--- config.mk ---
export PLATFORM = sky130hd
export DESIGN_NAME = harmonic_oscillator_euler_stepper
export DESIGN_NICKNAME = d
export VERILOG_FILES = /design/src/hdl/hoes_pkg.sv /design/src/hdl/harmonic_oscillator_euler_stepper.sv
export VERILOG_INCLUDE_DIRS = /design/src /design/src/hdl
export SDC_FILE = /design/constraint.sdc
export NUM_CORES = 2
export LEC_CHECK = 0
export CAP_MARGIN = 20
export CORE_ASPECT_RATIO = 0.6
export CORE_MARGIN = 2
export CORE_UTILIZATION = 47
export CTS_CLUSTER_SIZE = 20
export DETAILED_ROUTE_END_ITERATION = 16
export DONT_BUFFER_PORTS = 1
export PLACE_DENSITY = 0.73
export SLEW_MARGIN = 20
export SYNTH_ARGS = -nofsm -noshare
export SYNTH_HDL_FRONTEND = slang
export SYNTH_SLANG_ARGS = --single-unit
--- constraint.sdc ---
create_clock -name clk -period 23.6 [get_ports clk]
set_input_delay 2.36 -clock clk [delete_from_list [all_inputs] [get_ports clk]]
set_output_delay 2.36 -clock clk [all_outputs]
set_load 0.1 [all_outputs]
--- src/hdl/harmonic_oscillator_euler_stepper_macros.svh ---
// assertion macros for the oscillator stepper
`ifndef HARMONIC_OSCILLATOR_EULER_STEPPER_MACROS_SVH
`define HARMONIC_OSCILLATOR_EULER_STEPPER_MACROS_SVH

// same-cycle implication, checked out of reset
`define HOES_ASSERT_NOW(label, ante, cons, msg) \
  label: assert property (@(posedge clk) disable iff (!rst_n) (ante) |-> (cons)) \
    else $error(msg);

// next-cycle implication, checked out of reset
`define HOES_ASSERT_NEXT(label, ante, cons, msg) \
  label: assert property (@(posedge clk) disable iff (!rst_n) (ante) |=> (cons)) \
    else $error(msg);

`endif

--- src/hdl/hoes_pkg.sv ---
// constants and register codes for the oscillator stepper
package hoes_pkg;

  localparam int FRAC_BITS        = 16;
  localparam int DT_EXTRA         = 8;
  localparam int MAX_SUBDIVISIONS = 1023;
  localparam int MAX_SAMPLES      = 1048576;

  localparam int DATA_W  = 32;
  localparam int SUB_W   = 10;
  localparam int CNT_W   = 21;
  localparam int DT_W    = DATA_W + DT_EXTRA;
  localparam int PROD_W  = 2 * DATA_W;
  localparam int WIDE_W  = PROD_W + DT_EXTRA;
  localparam int IDX_W   = 3;

  // configuration register indexes
  localparam logic [IDX_W-1:0] REG_OMEGA            = 3'd0;
  localparam logic [IDX_W-1:0] REG_SAMPLE_STEP      = 3'd1;
  localparam logic [IDX_W-1:0] REG_SUBDIVISIONS     = 3'd2;
  localparam logic [IDX_W-1:0] REG_INITIAL_POSITION = 3'd3;
  localparam logic [IDX_W-1:0] REG_INITIAL_VELOCITY = 3'd4;
  localparam logic [IDX_W-1:0] REG_SAMPLE_COUNT     = 3'd5;

  // register reset values
  localparam logic [DATA_W-1:0] RST_OMEGA       = 32'd655360;
  localparam logic [DATA_W-1:0] RST_SAMPLE_STEP = 32'd65536;
  localparam logic [SUB_W-1:0]  RST_SUBDIV      = 10'd1;
  localparam logic [DATA_W-1:0] RST_INIT_POS    = 32'd65536;
  localparam logic [DATA_W-1:0] RST_INIT_VEL    = 32'd0;
  localparam logic [CNT_W-1:0]  RST_SAMPLE_CNT  = 21'd1024;

endpackage

--- src/hdl/harmonic_oscillator_euler_stepper.sv ---
// Semi-implicit Euler harmonic oscillator stepper in signed fixed point
//
// Channels: in_* carries one tick (in_restart), out_* one position sample
// with last_sample and saturated flags, cfg_* writes the six run registers
// (omega, sample_step, subdivisions, initial_position, initial_velocity,
// sample_count) and is always ready. All channels use valid/ready.
// A restart tick reloads position and velocity and divides sample_step by
// the substep count in a bit-serial divider, one quotient bit per cycle.
// A tick of a run (a restart after its divide) moves its sample from the
// emit step into the output register once that register is free, then runs
// the substeps on one shared 32x32 multiplier and saturator under the
// sequencer: position times omega twice and times dt updates velocity, then
// velocity times dt updates position. in_ready stays low until the last
// substep ends; a tick with no run active is dropped, in_ready staying high.
// A stalled receiver holds the sample in the output register; the next
// sample waits in the emit step until that register is free.
// After reset no run is active and the registers hold their defaults.
`include "harmonic_oscillator_euler_stepper_macros.svh"

module harmonic_oscillator_euler_stepper (
  input  logic                                clk,
  input  logic                                rst_n,
  input  logic                                in_valid,
  output logic                                in_ready,
  input  logic                                in_restart,
  output logic                                out_valid,
  input  logic                                out_ready,
  output logic signed [hoes_pkg::DATA_W-1:0]  out_position,
  output logic                                out_last_sample,
  output logic                                out_saturated,
  input  logic                                cfg_valid,
  output logic                                cfg_ready,
  input  logic        [hoes_pkg::IDX_W-1:0]   cfg_index,
  input  logic        [hoes_pkg::DATA_W-1:0]  cfg_data
);
  import hoes_pkg::*;

  localparam logic [3:0] ST_IDLE = 4'd0;
  localparam logic [3:0] ST_DIV  = 4'd1;
  localparam logic [3:0] ST_EMIT = 4'd2;
  localparam logic [3:0] ST_LDP  = 4'd3;
  localparam logic [3:0] ST_MULL = 4'd4;
  localparam logic [3:0] ST_MULH = 4'd5;
  localparam logic [3:0] ST_SAT  = 4'd6;
  localparam logic [3:0] ST_VEL  = 4'd7;
  localparam logic [3:0] ST_LDV  = 4'd8;
  localparam logic [3:0] ST_POS  = 4'd9;

  localparam logic [1:0] OP_T1  = 2'd0;
  localparam logic [1:0] OP_ACC = 2'd1;
  localparam logic [1:0] OP_DV  = 2'd2;
  localparam logic [1:0] OP_DX  = 2'd3;

  localparam int DCNT_W = $clog2(DT_W);

  // configuration
  logic [DATA_W-1:0] omega_r, sample_step_r, init_pos_r, init_vel_r;
  logic [SUB_W-1:0]  subdiv_r;
  logic [CNT_W-1:0]  sample_cnt_r;

  // sequencer and datapath
  logic [3:0]               state_r;
  logic [1:0]               op_r;
  logic [DATA_W-1:0]        amag_r;
  logic                     neg_r;
  logic [PROD_W-1:0]        prod_r;
  logic [DT_W-1:0]          hi_r;
  logic signed [DATA_W-1:0] res_r, pos_r, vel_r;
  logic [DT_W-1:0]          dt_r;
  logic [SUB_W-1:0]         rem_r;
  logic [DCNT_W-1:0]        div_cnt_r;
  logic [SUB_W-1:0]         sub_cnt_r;
  logic [CNT_W-1:0]         idx_r;
  logic                     run_done_r, sat_seen_r;
  logic                     out_valid_r;

  logic [SUB_W-1:0]         subs_eff;
  logic [CNT_W-1:0]         cnt_eff;
  logic                     uses_omega;
  logic [DATA_W-1:0]        mul_b;
  logic [PROD_W-1:0]        prod;
  logic [WIDE_W-1:0]        q_full, limit;
  logic                     mul_sat;
  logic [DATA_W-1:0]        q_mag;
  logic signed [DATA_W-1:0] res_nxt, vel_nxt, pos_nxt, ld_src;
  logic [DATA_W-1:0]        ld_mag;
  logic [DATA_W:0]          vel_diff, pos_sum;
  logic                     vel_sat, pos_sat;
  logic                     last_nxt, sub_last;
  logic [SUB_W:0]           div_shift;
  logic                     div_ge;
  logic [SUB_W-1:0]         rem_nxt;
  logic                     in_xfer, emit_go;

  assign in_ready  = (state_r == ST_IDLE);
  assign in_xfer   = in_valid && in_ready;
  assign cfg_ready = 1'b1;
  assign out_valid = out_valid_r;
  assign emit_go   = (state_r == ST_EMIT) && (!out_valid_r || out_ready);

  always_comb begin
    if (subdiv_r == '0) begin
      subs_eff = SUB_W'(1);
    end else if (subdiv_r > SUB_W'(MAX_SUBDIVISIONS)) begin
      subs_eff = SUB_W'(MAX_SUBDIVISIONS);
    end else begin
      subs_eff = subdiv_r;
    end
    if (sample_cnt_r == '0) begin
      cnt_eff = CNT_W'(1);
    end else if (sample_cnt_r > CNT_W'(MAX_SAMPLES)) begin
      cnt_eff = CNT_W'(MAX_SAMPLES);
    end else begin
      cnt_eff = sample_cnt_r;
    end
  end

  assign last_nxt = ({1'b0, idx_r} + (CNT_W+1)'(1)) >= {1'b0, cnt_eff};
  assign sub_last = ({1'b0, sub_cnt_r} + (SUB_W+1)'(1)) >= {1'b0, subs_eff};

  // restoring divider step, one quotient bit per cycle
  assign div_shift = {rem_r, dt_r[DT_W-1]};
  assign div_ge    = div_shift >= {1'b0, subs_eff};
  assign rem_nxt   = div_ge ? SUB_W'(div_shift - {1'b0, subs_eff}) : div_shift[SUB_W-1:0];

  // shared multiplier: omega for the acceleration chain, dt in two halves
  assign uses_omega = (op_r == OP_T1) || (op_r == OP_ACC);
  always_comb begin
    if (state_r == ST_MULH) begin
      mul_b = DATA_W'(dt_r >> DATA_W);
    end else if (uses_omega) begin
      mul_b = omega_r;
    end else begin
      mul_b = dt_r[DATA_W-1:0];
    end
  end
  assign prod = PROD_W'(amag_r) * PROD_W'(mul_b);

  // shift magnitude toward zero, then saturate against the signed limit
  always_comb begin
    if (uses_omega) begin
      q_full = WIDE_W'(prod_r >> FRAC_BITS);
    end else begin
      q_full = ({hi_r, {DATA_W{1'b0}}} + WIDE_W'(prod_r)) >> (FRAC_BITS + DT_EXTRA);
    end
    limit   = neg_r ? WIDE_W'(33'h080000000) : WIDE_W'(33'h07FFFFFFF);
    mul_sat = q_full > limit;
    q_mag   = mul_sat ? limit[DATA_W-1:0] : q_full[DATA_W-1:0];
    res_nxt = neg_r ? -$signed(q_mag) : $signed(q_mag);
  end

  always_comb begin
    vel_diff = {vel_r[DATA_W-1], vel_r} - {res_r[DATA_W-1], res_r};
    vel_sat  = vel_diff[DATA_W] != vel_diff[DATA_W-1];
    if (vel_sat) begin
      vel_nxt = vel_diff[DATA_W] ? {1'b1, {(DATA_W-1){1'b0}}} : {1'b0, {(DATA_W-1){1'b1}}};
    end else begin
      vel_nxt = vel_diff[DATA_W-1:0];
    end
    pos_sum = {pos_r[DATA_W-1], pos_r} + {res_r[DATA_W-1], res_r};
    pos_sat = pos_sum[DATA_W] != pos_sum[DATA_W-1];
    if (pos_sat) begin
      pos_nxt = pos_sum[DATA_W] ? {1'b1, {(DATA_W-1){1'b0}}} : {1'b0, {(DATA_W-1){1'b1}}};
    end else begin
      pos_nxt = pos_sum[DATA_W-1:0];
    end
    ld_src = (state_r == ST_LDV) ? vel_r : pos_r;
    ld_mag = ld_src[DATA_W-1] ? DATA_W'(-ld_src) : DATA_W'(ld_src);
  end

  always_ff @(posedge clk) begin
    if (!rst_n) begin
      omega_r       <= RST_OMEGA;
      sample_step_r <= RST_SAMPLE_STEP;
      subdiv_r      <= RST_SUBDIV;
      init_pos_r    <= RST_INIT_POS;
      init_vel_r    <= RST_INIT_VEL;
      sample_cnt_r  <= RST_SAMPLE_CNT;
    end else if (cfg_valid && cfg_ready) begin
      case (cfg_index)
        REG_OMEGA:            omega_r       <= cfg_data;
        REG_SAMPLE_STEP:      sample_step_r <= cfg_data;
        REG_SUBDIVISIONS:     subdiv_r      <= cfg_data[SUB_W-1:0];
        REG_INITIAL_POSITION: init_pos_r    <= cfg_data;
        REG_INITIAL_VELOCITY: init_vel_r    <= cfg_data;
        REG_SAMPLE_COUNT:     sample_cnt_r  <= cfg_data[CNT_W-1:0];
        default: ;
      endcase
    end
  end

  always_ff @(posedge clk) begin
    if (!rst_n) begin
      out_valid_r <= 1'b0;
    end else if (emit_go) begin
      out_valid_r <= 1'b1;
    end else if (out_ready) begin
      out_valid_r <= 1'b0;
    end
  end

  always_ff @(posedge clk) begin
    if (emit_go) begin
      out_position    <= pos_r;
      out_last_sample <= last_nxt;
      out_saturated   <= sat_seen_r;
    end
  end

  always_ff @(posedge clk) begin
    if (!rst_n) begin
      state_r    <= ST_IDLE;
      run_done_r <= 1'b1;
      sat_seen_r <= 1'b0;
      idx_r      <= '0;
      sub_cnt_r  <= '0;
      div_cnt_r  <= '0;
      op_r       <= OP_T1;
    end else begin
      case (state_r)
        ST_IDLE: begin
          if (in_xfer) begin
            if (in_restart) begin
              pos_r      <= init_pos_r;
              vel_r      <= init_vel_r;
              dt_r       <= DT_W'(sample_step_r) << DT_EXTRA;
              rem_r      <= '0;
              div_cnt_r  <= '0;
              idx_r      <= '0;
              run_done_r <= 1'b0;
              sat_seen_r <= 1'b0;
              state_r    <= ST_DIV;
            end else if (!run_done_r) begin
              state_r <= ST_EMIT;
            end
          end
        end
        ST_DIV: begin
          dt_r      <= {dt_r[DT_W-2:0], div_ge};
          rem_r     <= rem_nxt;
          div_cnt_r <= div_cnt_r + DCNT_W'(1);
          if (div_cnt_r == DCNT_W'(DT_W - 1)) begin
            state_r <= ST_EMIT;
          end
        end
        ST_EMIT: begin
          if (emit_go) begin
            if (last_nxt) begin
              run_done_r <= 1'b1;
            end else begin
              idx_r <= idx_r + CNT_W'(1);
            end
            sub_cnt_r <= '0;
            state_r   <= ST_LDP;
          end
        end
        ST_LDP: begin
          amag_r  <= ld_mag;
          neg_r   <= pos_r[DATA_W-1];
          op_r    <= OP_T1;
          state_r <= ST_MULL;
        end
        ST_MULL: begin
          prod_r  <= prod;
          state_r <= uses_omega ? ST_SAT : ST_MULH;
        end
        ST_MULH: begin
          hi_r    <= prod[DT_W-1:0];
          state_r <= ST_SAT;
        end
        ST_SAT: begin
          if (mul_sat) begin
            sat_seen_r <= 1'b1;
          end
          case (op_r)
            OP_T1: begin
              // sign carries through the omega chain unchanged
              amag_r  <= q_mag;
              op_r    <= OP_ACC;
              state_r <= ST_MULL;
            end
            OP_ACC: begin
              amag_r  <= q_mag;
              op_r    <= OP_DV;
              state_r <= ST_MULL;
            end
            OP_DV: begin
              res_r   <= res_nxt;
              state_r <= ST_VEL;
            end
            OP_DX: begin
              res_r   <= res_nxt;
              state_r <= ST_POS;
            end
            default: state_r <= ST_IDLE;
          endcase
        end
        ST_VEL: begin
          vel_r <= vel_nxt;
          if (vel_sat) begin
            sat_seen_r <= 1'b1;
          end
          state_r <= ST_LDV;
        end
        ST_LDV: begin
          amag_r  <= ld_mag;
          neg_r   <= vel_r[DATA_W-1];
          op_r    <= OP_DX;
          state_r <= ST_MULL;
        end
        ST_POS: begin
          pos_r <= pos_nxt;
          if (pos_sat) begin
            sat_seen_r <= 1'b1;
          end
          if (sub_last) begin
            // leave the counter at zero so a new substep count is safe
            sub_cnt_r <= '0;
            state_r   <= ST_IDLE;
          end else begin
            sub_cnt_r <= sub_cnt_r + SUB_W'(1);
            state_r   <= ST_LDP;
          end
        end
        default: state_r <= ST_IDLE;
      endcase
    end
  end

  `HOES_ASSERT_NEXT(a_idle_tick_dropped, in_xfer && !in_restart && run_done_r, in_ready, "tick with no run did not return to idle")
  `HOES_ASSERT_NEXT(a_restart_divides, in_xfer && in_restart, state_r == ST_DIV, "restart did not start the divider")
  `HOES_ASSERT_NEXT(a_emit_waits, state_r == ST_EMIT && out_valid_r && !out_ready, state_r == ST_EMIT && out_valid_r, "sample overwrote a stalled output")
  `HOES_ASSERT_NOW(a_substep_bound, state_r != ST_IDLE, sub_cnt_r < subs_eff, "substep counter past subdivisions")

endmodule
# Yosys cells after proc, flatten, opt, wreduce, memory -nomap -nowiden
# Cells that the tools add are included.
# word_totals
output_inout_bits	37
input_bits	41
wordCells	185
regBits	522
# op_classes
n_mux	65
n_eq_ne	32
magnitude_cmp	6
n_addsub	11
n_reduce_logical	44
mul	1
# op_table
cell	n
32-bit two-way mux	16
32-bit case mux with 2 select lines	3
21-bit two-way mux	6
40-bit two-way mux	2
40-bit case mux with 2 select lines	1
72-bit by 64-bit adder with 72-bit output	1
72-bit by 32-bit > comparator with 1-bit output	1
10-bit two-way mux	7
32-bit by 32-bit multiplier with 64-bit output	1
32-bit negation	2
48-bit two-way mux	1
21-bit case mux with 2 select lines	1
10-bit case mux with 2 select lines	2
4-bit case mux with 9 select lines	1
32-bit by 32-bit adder with 33-bit output	1
32-bit by 32-bit subtractor with 33-bit output	1
21-bit by 1-bit adder with 22-bit output, second input constant	1
11-bit by 10-bit >= comparator with 1-bit output	2
22-bit by 21-bit >= comparator with 1-bit output	1
2-bit AND reduction	11
21-bit by 1-bit adder with 21-bit output, second input constant	1
21-bit > comparator, second input constant	1
21-bit logical NOT	1
4-bit two-way mux	5
other kinds (43)	89

# Logic depth before layout (Yosys ltp)
# logic_depth
word_depth	7
mapped_depth	39
ltp_nobuf	32

# Worst setup path before layout
# No wires, ideal clock.
# synth_timing
kind	register to register
start	register op_r[1]
end	register prod_r[60], data pin
t_required_ps	23341
path_stages_with_launch	34
synth_period_minus_slack_ps	9517
setup_slack_ps	14083
n_path_buf	9
arrival_time_ps	9258
setup_time_ps	259
path_cell_list	dfxtp_1 > buf_4 > buf_6 > buf_4 > buf_2 > buf_1 > buf_2 > buf_1 > mux2i_1 > nor2_1 > clkbuf_1 > nand2_1 > fa_1 > inv_1 > fa_1 > fa_1 > fa_1 > fa_1 > fa_1 > fa_1 > inv_1 > fa_1 > inv_1 > ha_1 > clkbuf_1 > nand4_1 > or4_1 > a21oi_1 > and3b_1 > o221ai_1 > a21oi_1 > o31ai_1 > a31oi_1 > xnor2_1
# synth_between
elab_chain_cells	5
elab_cells_between_ends	6
classes_between	1 x mul; 1 x eq/ne; 2 x mux; 2 x reduce/logical
# synth_rtl
element	line_no	text
start: declaration	harmonic_oscillator_euler_stepper.sv:63	logic [1:0] op_r;
start signal: assignment	harmonic_oscillator_euler_stepper.sv:218	op_r <= OP_T1;
start signal: assignment	harmonic_oscillator_euler_stepper.sv:260	op_r <= OP_T1;
start signal: assignment	harmonic_oscillator_euler_stepper.sv:279	op_r <= OP_ACC;
2-bit by 1-bit == test with 1-bit output / 2-bit logical NOT (equally long branches)	harmonic_oscillator_euler_stepper.sv:127	assign uses_omega = (op_r == OP_T1) || (op_r == OP_ACC);
1-bit logical OR *	harmonic_oscillator_euler_stepper.sv:127	
32-bit two-way mux *	harmonic_oscillator_euler_stepper.sv:131	end else if (uses_omega) begin
32-bit two-way mux *	harmonic_oscillator_euler_stepper.sv:129	if (state_r == ST_MULH) begin
32-bit by 32-bit multiplier with 64-bit output *	harmonic_oscillator_euler_stepper.sv:137	assign prod = PROD_W'(amag_r) * PROD_W'(mul_b);
via prod[60]	harmonic_oscillator_euler_stepper.sv:81	logic [PROD_W-1:0] prod;
end signal: assignment	harmonic_oscillator_euler_stepper.sv:264	prod_r <= prod;
end: declaration	harmonic_oscillator_euler_stepper.sv:66	logic [PROD_W-1:0] prod_r;
# Mark *: on every way through the listed nets, which the timed path passes. The rest lies on a longest branch.
# A chain may end at the register's enable or synchronous reset.

# Worst setup path after layout
# layout_timing
start	register state_r[0]
end	register prod_r[51], data pin
# layout_between
elab_chain_cells	3
# layout_rtl
element	line_no	text
start: declaration	harmonic_oscillator_euler_stepper.sv:62	logic [3:0] state_r;
start signal: assignment	harmonic_oscillator_euler_stepper.sv:265	state_r <= uses_omega ? ST_SAT : ST_MULH;
4-bit by 3-bit == test with 1-bit output	harmonic_oscillator_euler_stepper.sv:129	
32-bit two-way mux	harmonic_oscillator_euler_stepper.sv:129	
32-bit by 32-bit multiplier with 64-bit output	harmonic_oscillator_euler_stepper.sv:137	
via prod[51]	harmonic_oscillator_euler_stepper.sv:81	
# The timed path passes the listed nets, and every way through them passes these cells.

==> flow_metrics.env <==
export IMPL_ys_seq_area_frac=0.207
export IMPL_grt_use_total=0.267
export IMPL_ys_types=101
export IMPL_die_y_um=288
export IMPL_critPathBufInv=8
export IMPL_synth_cells=7035
export IMPL_htreeDepth=2
export IMPL_grt_setup_unrepaired="false"
export IMPL_hold_path_class="register to register"
export IMPL_vias=49900
export IMPL_pre_cts_slack_ps=13060
export IMPL_grt_pass1_vias=49200
export IMPL_cts_sinks=506
export IMPL_synth_top_area_frac=0.284
export IMPL_skew_ps=24.9
export IMPL_setup_violations_final=0
export IMPL_overflow=0
export IMPL_n_fill_cell=12300
export IMPL_hold_viol_final=0
export IMPL_syn_nets=8413
export IMPL_synth_area_leaders="fa_1 (28%), edfxtp_1 (14%), ha_1 (8.6%)"
export IMPL_most_common_layout_cells="nand2_1 (1080), inv_1 (1030), fa_1 (900)"
export IMPL_grt_pass1_wl_um=288000
export IMPL_cts_root_buf="clkbuf_16"
export IMPL_start_util=0.473
export IMPL_final_common_cell="nand2_1"
export IMPL_fin_util=0.498
export IMPL_ys_ff_latch=506
export IMPL_place_area_sq_mm=0.0651
export IMPL_regArea_sq_mm=0.0131
export IMPL_post_cts_resized=0
export IMPL_start_kind="register"
export IMPL_report_final_slew_viol_count=0
export IMPL_crit_type="register to register"
export IMPL_totalPowerFinal_mw=3.44
export IMPL_fin_crit_sh=0.457
export IMPL_stdcell_area_sq_mm=0.0666
export IMPL_synth_area_sq_mm=0.0634
export IMPL_synth_flop_cell="edfxtp_1"
export IMPL_max_stage_delay_ps=680
export IMPL_final_cells=8664
export IMPL_place_congestion=1.02
export IMPL_io_buffers=0
export IMPL_fp_coreArea_sq_mm=0.134
export IMPL_leakagePower_nw=29.4
export IMPL_dieArea_sq_mm=0.138
export IMPL_p_per_area_mw_per_mm2=51.6
export IMPL_antenna_found_initial=8
export IMPL_critical_path_required_ps=23920
export IMPL_avgSynthCellArea_sq_um=9.01
export IMPL_area_growth_pct=5.12
export IMPL_yosys_area_top_type="fa_1"
export IMPL_clockBufferDepth=3
export IMPL_fin_nets=8197
export IMPL_worstPathMaxFanout=41
export IMPL_maxSlewHeadroom=0.192
export IMPL_fmax_mhz=92.6
export IMPL_async_reset_ff_frac=0
export IMPL_die_x_um=478
export IMPL_setup_ws_ps=12800
export IMPL_hold_ws_ps=454
export IMPL_synth_edff_count=301
export IMPL_post_drt_via_cell_ratio=5.76
export IMPL_multi_input_area_sq_mm=0.0450
export IMPL_drv_cap=0
export IMPL_arrival_ps=11110
export IMPL_detail_route_antenna_nets=0
export IMPL_path_clk_slew_ps=70
export IMPL_boundaryPins=78
export IMPL_hpwl_um=143000
export IMPL_cp_slowest_cell="dfxtp_1"
export IMPL_cts_setup_buffers=0
export IMPL_wire_per_inst_um=21.2
export IMPL_grt_start_max_net_pins=77
export IMPL_drt_pass1_iterations=6
export IMPL_insertion_delay_ps=600
export IMPL_wl_um=183000
export IMPL_irDropWorstVdd_v=0.0000771
export IMPL_critPathTopFamily="adder cells"
export IMPL_tightest_slew_ps=1210
export IMPL_drc=0
export IMPL_status="completed"
export IMPL_period_minus_slack_ps=10800
export IMPL_crit_path_end_kind="register"
export IMPL_tns_ps=0
export IMPL_hold_buffers=0
export IMPL_cts_tree="yes"
export IMPL_numCtsBuffers=46
export IMPL_placed_cells=8572
export IMPL_dr_first_iter_drc_count=5782
export IMPL_yosysWarnings=0
export IMPL_rows=104
export IMPL_cp_common_cell="fa_1"
export IMPL_drive_gt1_frac=0.0445
[registers in the layout, indices dropped and copies added (netlist names), 32 cells and up]
name	cells
prod_r	48
dt_r	40
hi_r	40
amag_r	32
init_pos_r	32
init_vel_r	32
omega_r	32
out_position	32
pos_r	32
res_r	32
sample_step_r	32
vel_r	32
[routing by layer]
| layer | part of all wire | global-route usage | vias to the layer above |
|---|---|---|---|
| met4 | 0.018 | 0.0475 | 4 |
| li1 | - | - | 22300 |
| met3 | 0.11 | 0.0607 | 217 |
| met1 | 0.47 | 0.422 | 25000 |
| met5 | 0.00012 | 0 | - |
| met2 | 0.40 | 0.372 | 2356 |
[power breakdown]
part | internal [mW] | switching [mW]
Sequential | 1.06 | 0.122
Combinational | 0.508 | 0.974
Clock | 0.404 | 0.370
[cell usage after synthesis (all sizes together), types with 83 or more instances]
library cell / number
fa: 900
dfxtp: 205
a21oi: 395
clkbuf: 341
edfxtp: 301
and2: 553
nor2b: 88
nor2: 244
inv: 1031
mux2i: 88
nor3: 83
o21ai: 236
a21o: 111
ha: 437
nand2: 1082
xnor2: 116
nand3: 97
[tightest hold or removal path, delay by kind of cell (launching register included)]
kind,cells,cell delay [ps]
and+or+nand+nor,1,50
DFF,1,310
AOI/OAI and AO/OA,1,50
[final cells by class]
| class | count | share of cell area |
|---|---|---|
| timing repair buffer | 105 | 0.0121 |
| antenna | 5 | 0.000188 |
| sequential | 506 | 0.197 |
| tap | 1802 | 0.0338 |
| clock buffer | 61 | 0.0195 |
| inverter | 1033 | 0.0582 |
| clock inverter | 25 | 0.00285 |
| multi-input combinational | 5127 | 0.676 |
[cell families after synthesis]
kind of cell             after synthesis  share of synthesized area
other                                  1                  0.0000592
XOR/XNOR                             177                     0.0245
AND/OR/NAND/NOR                     2395                      0.183
flip-flops                           506                      0.207
multiplexers                          98                     0.0159
buffers and inverters               1402                     0.0849
adder cells (fa/ha/maj)             1357                      0.374
AO/OA/AOI/OAI                       1099                      0.111
[final timing paths]
check                         from          endpoint  depth (start not counted)  slack, ps
setup / recovery        state_r[0]        prod_r[51]                         31      12800
hold / removal    sample_step_r[2]  sample_step_r[2]                          2        450
setup reg to reg        state_r[0]        prod_r[51]                         31      12800
hold reg to reg   sample_step_r[2]  sample_step_r[2]                          2        450
Note: power is estimated with default switching activity, not from simulation.
